<file path="src/sv/frms_pkg.sv">
`default_nettype none
package frms_pkg;

  localparam int unsigned IntervalWidth = 24;
  localparam int unsigned WindowWidth   = 24;
  localparam int unsigned CountWidth    = 24;
  localparam int unsigned ElapsedWidth  = 25;
  localparam int unsigned RateWidth     = 10;
  localparam int unsigned SegWidth      = 21;
  localparam int unsigned GlyphWidth    = 7;
  localparam int unsigned NumWidth      = 45;
  localparam int unsigned DenWidth      = ElapsedWidth + 1;
  localparam int unsigned QuoBits       = 10;

  localparam logic [WindowWidth-1:0] WindowReset = 24'd500000;
  localparam logic [RateWidth-1:0]   RateMax     = 10'd999;
  localparam logic [RateWidth-1:0]   RateNone    = 10'd1023;
  localparam logic [21:0]            TwoMillion  = 22'd2000000;

  localparam int unsigned QueueDepthDefault = 2;

  typedef struct packed {
    logic [CountWidth-1:0]   frames;
    logic [ElapsedWidth-1:0] elapsed;
  } window_t;

  typedef enum logic [2:0] {
    B_IDLE,
    B_MUL,
    B_SAT,
    B_DIV,
    B_HUND,
    B_TENS,
    B_EMIT
  } back_state_e;

  function automatic logic [GlyphWidth-1:0] digit_glyph(input logic [3:0] d);
    logic [GlyphWidth-1:0] g;
    case (d)
      4'd0: g = 7'h3F;
      4'd1: g = 7'h06;
      4'd2: g = 7'h5B;
      4'd3: g = 7'h4F;
      4'd4: g = 7'h66;
      4'd5: g = 7'h6D;
      4'd6: g = 7'h7D;
      4'd7: g = 7'h07;
      4'd8: g = 7'h7F;
      4'd9: g = 7'h6F;
      default: g = 7'h00;
    endcase
    return g;
  endfunction

  // Exact for values below 1000.
  function automatic logic [3:0] div100(input logic [RateWidth-1:0] r);
    logic [15:0] p;
    p = {6'd0, r} * 16'd41;
    return p[15:12];
  endfunction

  // Exact for values below 100.
  function automatic logic [3:0] div10(input logic [6:0] r);
    logic [13:0] p;
    p = {7'd0, r} * 14'd103;
    return p[13:10];
  endfunction

  function automatic logic [SegWidth-1:0] frms_encode(input logic [RateWidth-1:0] r);
    logic [3:0]  h;
    logic [10:0] hp;
    logic [6:0]  rest;
    logic [3:0]  t;
    logic [6:0]  tp;
    logic [3:0]  u;
    h    = div100(r);
    hp   = {7'd0, h} * 11'd100;
    rest = 7'(r - hp[RateWidth-1:0]);
    t    = div10(rest);
    tp   = {3'd0, t} * 7'd10;
    u    = 4'(rest - tp);
    return {digit_glyph(u), digit_glyph(t), digit_glyph(h)};
  endfunction

endpackage
`default_nettype wire

</file>
<file path="src/sv/frms_front.sv">
`default_nettype none
module frms_front
  import frms_pkg::*;
(
  input  wire logic                     clk_i,
  input  wire logic                     rst_ni,
  input  wire logic                     accept_i,
  input  wire logic [IntervalWidth-1:0] interval_us_i,
  input  wire logic                     cfg_we_i,
  input  wire logic [WindowWidth-1:0]   window_us_i,
  output      logic                     q_push_o,
  output      window_t                  q_data_o
);

  logic [WindowWidth-1:0]  window_q;
  logic [CountWidth-1:0]   frames_q, frames_d;
  logic [ElapsedWidth-1:0] elapsed_q, elapsed_d;
  logic [CountWidth-1:0]   frames_inc;
  logic [ElapsedWidth-1:0] elapsed_sum;
  logic                    frame;
  logic                    closes;

  assign frame       = accept_i && (interval_us_i != '0);
  assign frames_inc  = frames_q + 1'b1;
  assign elapsed_sum = elapsed_q + {1'b0, interval_us_i};
  assign closes      = elapsed_sum >= {1'b0, window_q};

  always_comb begin
    frames_d  = frames_q;
    elapsed_d = elapsed_q;
    q_push_o  = 1'b0;
    if (frame) begin
      if (closes) begin
        frames_d  = '0;
        elapsed_d = '0;
        q_push_o  = 1'b1;
      end else begin
        frames_d  = frames_inc;
        elapsed_d = elapsed_sum;
      end
    end
  end

  assign q_data_o = '{frames: frames_inc, elapsed: elapsed_sum};

  always_ff @(posedge clk_i or negedge rst_ni) begin
    if (!rst_ni) begin
      window_q  <= WindowReset;
      frames_q  <= '0;
      elapsed_q <= '0;
    end else begin
      if (cfg_we_i) begin
        window_q <= window_us_i;
      end
      frames_q  <= frames_d;
      elapsed_q <= elapsed_d;
    end
  end

endmodule
`default_nettype wire

</file>
<file path="src/sv/frms_queue.sv">
`default_nettype none
module frms_queue
  import frms_pkg::*;
#(
  parameter int unsigned Depth = QueueDepthDefault
) (
  input  wire logic    clk_i,
  input  wire logic    rst_ni,
  input  wire logic    push_i,
  input  wire window_t data_i,
  output      logic    full_o,
  input  wire logic    pop_i,
  output      window_t data_o,
  output      logic    empty_o
);

  localparam int unsigned PtrWidth = (Depth > 1) ? $clog2(Depth) : 1;
  localparam int unsigned CntWidth = $clog2(Depth + 1);
  localparam logic [PtrWidth-1:0] LastPtr = PtrWidth'(Depth - 1);
  localparam logic [CntWidth-1:0] FullCnt = CntWidth'(Depth);

  window_t               mem_q [Depth];
  logic [PtrWidth-1:0]   wr_ptr_q, rd_ptr_q;
  logic [CntWidth-1:0]   cnt_q;
  logic                  do_push, do_pop;

  assign full_o  = (cnt_q == FullCnt);
  assign empty_o = (cnt_q == '0);
  assign do_push = push_i && !full_o;
  assign do_pop  = pop_i && !empty_o;
  assign data_o  = mem_q[rd_ptr_q];

  always_ff @(posedge clk_i) begin
    if (do_push) begin
      mem_q[wr_ptr_q] <= data_i;
    end
  end

  always_ff @(posedge clk_i or negedge rst_ni) begin
    if (!rst_ni) begin
      wr_ptr_q <= '0;
      rd_ptr_q <= '0;
      cnt_q    <= '0;
    end else begin
      if (do_push) begin
        wr_ptr_q <= (wr_ptr_q == LastPtr) ? '0 : wr_ptr_q + 1'b1;
      end
      if (do_pop) begin
        rd_ptr_q <= (rd_ptr_q == LastPtr) ? '0 : rd_ptr_q + 1'b1;
      end
      if (do_push && !do_pop) begin
        cnt_q <= cnt_q + 1'b1;
      end else if (do_pop && !do_push) begin
        cnt_q <= cnt_q - 1'b1;
      end
    end
  end

endmodule
`default_nettype wire

</file>
<file path="src/sv/frms_back.sv">
`default_nettype none
module frms_back
  import frms_pkg::*;
(
  input  wire logic                 clk_i,
  input  wire logic                 rst_ni,
  input  wire logic                 q_empty_i,
  input  wire window_t              q_data_i,
  output      logic                 q_pop_o,
  output      logic                 empty_o,
  input  wire logic                 pop_i,
  output      logic [SegWidth-1:0]  segments_o,
  output      logic [RateWidth-1:0] rate_o
);

  back_state_e state_q, state_d;

  logic [CountWidth-1:0]   frames_q;
  logic [ElapsedWidth-1:0] elapsed_q;
  logic [DenWidth-1:0]     den_q;
  logic [NumWidth-1:0]     rem_q;
  logic [QuoBits-1:0]      quo_q;
  logic [3:0]              step_q;
  logic [RateWidth-1:0]    rate_q;
  logic [3:0]              hund_q;
  logic [6:0]              rest_q;
  logic [RateWidth-1:0]    shown_q;
  logic                    out_valid_q;
  logic [SegWidth-1:0]     out_seg_q;
  logic [RateWidth-1:0]    out_rate_q;

  logic [NumWidth-1:0]     num;
  logic [NumWidth-1:0]     sat_bound;
  logic [NumWidth-1:0]     trial;
  logic                    fits;
  logic                    saturate;
  logic [3:0]              tens;
  logic [6:0]              tens_x10;
  logic [3:0]              units;
  logic [10:0]             hund_x100;
  logic [RateWidth-1:0]    quo_clamped;
  logic                    changed;
  logic                    out_free;
  logic                    load_out;

  assign num         = {21'd0, frames_q} * {23'd0, TwoMillion} + {20'd0, elapsed_q};
  assign sat_bound   = NumWidth'({den_q, 10'd0});
  assign saturate    = rem_q >= sat_bound;
  assign trial       = NumWidth'({den_q, 9'd0} >> (4'd9 - step_q));
  assign fits        = rem_q >= trial;
  assign quo_clamped = (quo_q > RateMax) ? RateMax : quo_q;
  assign hund_x100   = {7'd0, div100(rate_q)} * 11'd100;
  assign tens        = div10(rest_q);
  assign tens_x10    = {3'd0, tens} * 7'd10;
  assign units       = 4'(rest_q - tens_x10);
  assign changed     = rate_q != shown_q;
  assign out_free    = !out_valid_q || pop_i;

  always_comb begin
    state_d = state_q;
    case (state_q)
      B_IDLE: begin
        if (!q_empty_i) begin
          state_d = B_MUL;
        end
      end
      B_MUL:  state_d = B_SAT;
      B_SAT:  state_d = saturate ? B_HUND : B_DIV;
      B_DIV: begin
        if (step_q == '0) begin
          state_d = B_HUND;
        end
      end
      B_HUND: state_d = B_TENS;
      B_TENS: state_d = B_EMIT;
      B_EMIT: begin
        if (!changed || out_free) begin
          state_d = B_IDLE;
        end
      end
      default: state_d = B_IDLE;
    endcase
  end

  always_comb begin
    q_pop_o  = 1'b0;
    load_out = 1'b0;
    case (state_q)
      B_IDLE:  q_pop_o  = !q_empty_i;
      B_EMIT:  load_out = changed && out_free;
      default: begin
        q_pop_o  = 1'b0;
        load_out = 1'b0;
      end
    endcase
  end

  always_ff @(posedge clk_i) begin
    case (state_q)
      B_IDLE: begin
        frames_q  <= q_data_i.frames;
        elapsed_q <= q_data_i.elapsed;
      end
      B_MUL: begin
        rem_q <= num;
        den_q <= {elapsed_q, 1'b0};
      end
      B_SAT: begin
        step_q <= 4'd9;
        quo_q  <= saturate ? RateMax : '0;
      end
      B_DIV: begin
        if (fits) begin
          rem_q <= rem_q - trial;
        end
        quo_q  <= {quo_q[QuoBits-2:0], fits};
        step_q <= step_q - 1'b1;
      end
      B_HUND: begin
        rate_q <= quo_clamped;
      end
      B_TENS: begin
        hund_q <= div100(rate_q);
        rest_q <= 7'(rate_q - hund_x100[RateWidth-1:0]);
      end
      default: begin
      end
    endcase
  end

  always_ff @(posedge clk_i) begin
    if (load_out) begin
      out_seg_q  <= {digit_glyph(units), digit_glyph(tens), digit_glyph(hund_q)};
      out_rate_q <= rate_q;
    end
  end

  always_ff @(posedge clk_i or negedge rst_ni) begin
    if (!rst_ni) begin
      state_q     <= B_IDLE;
      shown_q     <= RateNone;
      out_valid_q <= 1'b0;
    end else begin
      state_q <= state_d;
      if (load_out) begin
        shown_q     <= rate_q;
        out_valid_q <= 1'b1;
      end else if (pop_i) begin
        out_valid_q <= 1'b0;
      end
    end
  end

  assign empty_o    = !out_valid_q;
  assign segments_o = out_seg_q;
  assign rate_o     = out_rate_q;

endmodule
`default_nettype wire

</file>
<file path="src/sv/frame_rate_meter_seven_segment.sv">
// Frame rate meter with a three-digit seven-segment readout.
// Input queue side: present interval_us_i and raise push; the event is taken
// at a clock edge where full is low. A zero interval is taken and ignored.
// Frame events are taken one per cycle while full is low; full rises only
// when closed windows pile up in the internal queue faster than the rate
// unit drains them. Result queue side: while empty is low, rate_o and
// segments_o hold the newest changed rate; raising pop takes it. A result
// appears only when a window closes with a rate that differs from the last
// one delivered. On the way to empty going low, the rate unit runs the
// ten-step restoring divider unless the rate saturates; it takes the next
// closed window from the queue only when it is done with the last one.
// If pop stays low, the finished result is held, the rate unit waits with
// the next one, the queue fills, and then full stops further events.
// The window length is written through cfg_valid_i/window_us_i; cfg_ready_o
// is always high. Reset sets the window to 500000 us, clears the counters,
// empties both queues and marks no rate as shown yet.
`default_nettype none
module frame_rate_meter_seven_segment
  import frms_pkg::*;
#(
  parameter int unsigned QueueDepth = QueueDepthDefault
) (
  input  wire logic                     clk_i,
  input  wire logic                     rst_ni,
  input  wire logic                     push,
  output      logic                     full,
  input  wire logic [IntervalWidth-1:0] interval_us_i,
  output      logic                     empty,
  input  wire logic                     pop,
  output      logic [SegWidth-1:0]      segments_o,
  output      logic [RateWidth-1:0]     rate_o,
  input  wire logic                     cfg_valid_i,
  output      logic                     cfg_ready_o,
  input  wire logic [WindowWidth-1:0]   window_us_i
);

  logic    q_push, q_full, q_pop, q_empty;
  window_t q_wdata, q_rdata;

  assign full        = q_full;
  assign cfg_ready_o = 1'b1;

  frms_front u_front (
    .clk_i         (clk_i),
    .rst_ni        (rst_ni),
    .accept_i      (push && !q_full),
    .interval_us_i (interval_us_i),
    .cfg_we_i      (cfg_valid_i && cfg_ready_o),
    .window_us_i   (window_us_i),
    .q_push_o      (q_push),
    .q_data_o      (q_wdata)
  );

  frms_queue #(
    .Depth (QueueDepth)
  ) u_queue (
    .clk_i   (clk_i),
    .rst_ni  (rst_ni),
    .push_i  (q_push),
    .data_i  (q_wdata),
    .full_o  (q_full),
    .pop_i   (q_pop),
    .data_o  (q_rdata),
    .empty_o (q_empty)
  );

  frms_back u_back (
    .clk_i      (clk_i),
    .rst_ni     (rst_ni),
    .q_empty_i  (q_empty),
    .q_data_i   (q_rdata),
    .q_pop_o    (q_pop),
    .empty_o    (empty),
    .pop_i      (pop),
    .segments_o (segments_o),
    .rate_o     (rate_o)
  );

endmodule
`default_nettype wire

</file>
<file path="config.mk">
export PLATFORM = sky130hd
export DESIGN_NAME = frame_rate_meter_seven_segment
export DESIGN_NICKNAME = d
export VERILOG_FILES = /design/src/sv/frms_pkg.sv /design/src/sv/frms_front.sv /design/src/sv/frms_queue.sv /design/src/sv/frms_back.sv /design/src/sv/frame_rate_meter_seven_segment.sv
export SDC_FILE = /design/constraint.sdc
export NUM_CORES = 1
export LEC_CHECK = 0
export CAP_MARGIN = 10
export CELL_PAD_IN_SITES_DETAIL_PLACEMENT = 0
export CELL_PAD_IN_SITES_GLOBAL_PLACEMENT = 1
export CORE_ASPECT_RATIO = 1.25
export CORE_MARGIN = 8
export CORE_UTILIZATION = 48
export CTS_CLUSTER_DIAMETER = 50
export CTS_CLUSTER_SIZE = 40
export DETAILED_ROUTE_END_ITERATION = 16
export DONT_BUFFER_PORTS = 1
export PLACE_DENSITY_LB_ADDON = 0.1
export SLEW_MARGIN = 10
export SYNTH_ARGS = -nofsm -noshare
export SYNTH_HDL_FRONTEND = slang
export SYNTH_SLANG_ARGS = --single-unit
export TNS_END_PERCENT = 20
</file>
<file path="constraint.sdc">
create_clock -name clk_i -period 7.7 [get_ports clk_i]
set_clock_uncertainty 0.05 [all_clocks]
set_input_delay 0 -clock clk_i [delete_from_list [all_inputs] [get_ports clk_i]]
set_output_delay 0 -clock clk_i [all_outputs]
set_load 0.05 [all_outputs]
</file>
==> run metrics <==
outcome finished clean; TritonRoute pass-1 iters 5; total global routing track utilization 0.207; Final Hold Fails 0; Syn Inst Count 2793; IO Port Bufs 0; most used cell, CP fa_1; DRC 0; root buffer cell clkbuf_16; Syn Area/Cell 10.4 µm²; Syn Nets 3310; DP HPWL 56100 µm; clk_lat worst skew 0.60 ns; initial antenna violation count 1; Setup Slack @ Placement 0.452 ns; post-detailed-route wirelength per cell 19.4 µm; die area 68600 µm²; initial core utilization 0.486; layout cells sized above 1 0.0891; vias in the first global route 21600; grt total ovfl 0; IO Pins 87; crit-path max FO 7; Critical-path top delay cell fa_1; crit path buf inv count 4; Synth async-reset ratio 0.243; max_slew headroom 0.285; Synth Cell Area 29000 µm²; Ys Warns 0; Iter 0 DRT Violations 1081; via count 20700; TritonCTS Buffers 43; crit end category flop; final setup fails 0; placed cell area 29900 µm²; Final #Nets 3401; type of origin of the critical path flop; Max Clk Rate 138 MHz; commonest non-fill, non-tap cell in the layout ha_1; core area 59700 µm²; Detail Route Antenna Nets 0; dpl cells 3497; HP Class primary input to flop; largest net degree at the start of global routing 75; commonest non-fill, non-tap cells in the layout ha_1, inv_1, edfxtp_1; fin crit share 0.941; Synth Flop Type edfxtp_1; cell area after layout 32500 µm²; area delta synth->final 11.9%; Post-Route WL 71400 µm; CTS tree done; row cnt 100; clock sinks 374; Worst path max stage delay 0.58 ns; Required @ worst endpoint 8.07 ns; clock transition at the registers of the reported paths 0.07 ns; crit path DAT 7.61 ns; first-pass GRT wire length 115000 µm; multi-input logic area 16800 µm²; worst slew pin tran 1.07 ns; Tmin final 7.25 ns; WS Path Type flop to flop; Fill cells 5210; max_cap viols 0; FF+latch count, synth 374; placer congestion estimate 0.916; die width 236 µm; via density per instance 5.62; RSZ-0062 raised after global routing no; clk buf depth 3; die height 291 µm; EDFF count, synth 283; Ant. Diodes 0; H-tree lvl count 2; Layout Cells excl Fill 3683; Seq/Total Area, Yosys 0.372; Setup TNS 0 ns; Top Family by Delay on Critical Path adder cells; setup ws final 0.454 ns; Final Max Tran Viols 0; CP cell instances inv_1 > fa_1 > inv_1 > fa_1 > fa_1 > fa_1 > ha_1 > inv_1 > fa_1 > inv_1 > ha_1 > a21oi_1 > o21ai_0 > nor3_1 > a2111oi_0 > a311oi_1 > o2111a_2 > and4_1 > nand3_4 > or4_1 > a31oi_1; Unique masters post-synth 88; Sequential cell area 10800 µm²
[repair_timing]
| item | 4_1_cts | 5_1_grt |
|---|---|---|
| setup endpoints to repair | 0 | 1 |
| gates resized for setup | 0 | 2 |
| setup buffers | 0 | 3 |
| hold buffers | 104 | 0 |
| endpoints found under the hold margin | 211 | 0 |
[final timing paths]
check / startpoint / end / slack, ns / depth (start not counted)
max: u_back.frames_q[4] / u_back.rem_q[44] / 0.45 / 21
min reg2reg: u_back.elapsed_q[0] / u_back.den_q[1] / 0.40 / 0
max reg2reg: u_back.frames_q[4] / u_back.rem_q[44] / 0.45 / 21
min in group asynchronous: rst_ni / u_front.window_q[18] / 0.54 / 3
max in group asynchronous: rst_ni / u_front.frames_q[20] / 6.62 / 4
min: interval_us_i[17] / u_front.elapsed_q[17] / 0.003 / 4
[cell families (layout without fill, tap and decap cells)]
group                      count (synthesis)  after routing  share of synthesized area
AOI/OAI and AO/OA                        614            614                      0.136
xor gates and xnor gates                 173            173                     0.0522
adders and majority gates                464            464                      0.229
buffers and inverters                    380            505                     0.0500
DFF                                      374            374                      0.372
muxes                                    110            110                     0.0475
other                                      1              1                   0.000129
and+or+nand+nor                          677            677                      0.112
[cell usage after synthesis, drive strengths merged (18+ instances only)]
master    n  share of area
nor3     42         0.0072
fa      112          0.077
inv     294          0.038
a21o     68          0.018
o31ai    18         0.0053
nand2b   18         0.0039
nor2    118          0.015
xor2     72          0.022
and3     24         0.0052
nand4    36         0.0080
mux2     70          0.027
ha      352           0.15
o21a     35         0.0091
nand3    55         0.0099
edfxtp  283           0.29
a21oi   141          0.024
o21ai   182          0.031
clkbuf   60         0.0078
buf      26         0.0042
nand2   266          0.035
nor2b    28         0.0060
nor4     21         0.0053
o21bai   29         0.0075
a31oi    19         0.0041
xnor2   101          0.031
mux2i    25         0.0086
dfrtp    74          0.064
[final cells by class]
cell class | count | share of cell area
clock inverters | 31 | 0.00998
multi-input cells | 2039 | 0.519
clock buffers | 48 | 0.0344
inverters | 294 | 0.0340
flip-flops and latches | 374 | 0.333
well taps | 765 | 0.0295
repair buffers | 132 | 0.0403
[flip-flops by register name, summed over array words and instances, names as in the netlist, 2 cells and up]
| name | count |
|---|---|
| u_back.quo_q | 10 |
| u_queue.mem_q | 98 |
| u_back.hund_q | 4 |
| u_back.rate_o | 10 |
| u_back.frames_q | 24 |
| u_front.elapsed_q | 25 |
| u_back.state_q | 3 |
| u_back.den_q | 25 |
| u_back.rem_q | 45 |
| u_queue.cnt_q | 2 |
| u_back.elapsed_q | 25 |
| u_front.frames_q | 24 |
| u_front.window_q | 24 |
| u_back.rate_q | 10 |
| u_back.shown_q | 10 |
| u_back.segments_o | 21 |
| u_back.step_q | 4 |
| u_back.rest_q | 7 |
[routing by layer]
layer  track usage  wire length (µm)  vias up  share of wire
li1              -                 -    10200              -
met1         0.256             31100    10100           0.44
met2         0.369             35700      338           0.50
met3        0.0278              2350      126          0.033
met4        0.0656              2240        2          0.031
met5             0                11        -        0.00015
[worst register-to-register path: stages (launching register included)]
cell	delay, ns
edfxtp_1	0.49
inv_1	0.17
fa_1	0.55
inv_1	0.06
fa_1	0.50
fa_1	0.58
fa_1	0.42
ha_1	0.29
inv_1	0.05
fa_1	0.51
inv_1	0.05
ha_1	0.40
a21oi_1	0.30
o21ai_0	0.16
nor3_1	0.39
a2111oi_0	0.19
a311oi_1	0.46
o2111a_2	0.33
and4_1	0.37
nand3_4	0.12
or4_1	0.48
a31oi_1	0.16
[metrics by stage]
stage / utilization / hold WS [ns]
after floorplan: - / -0.346
after global placement: 0.501 / -0.343
after detailed placement: 0.501 / -0.343
after CTS: 0.543 / 0.00415
after global routing: 0.544 / 0.0244
final: 0.544 / 0.00255
Power is left out: the tool's default activity adds up to more than one toggle a clock period on the data nets, which glitch-free logic cannot reach.
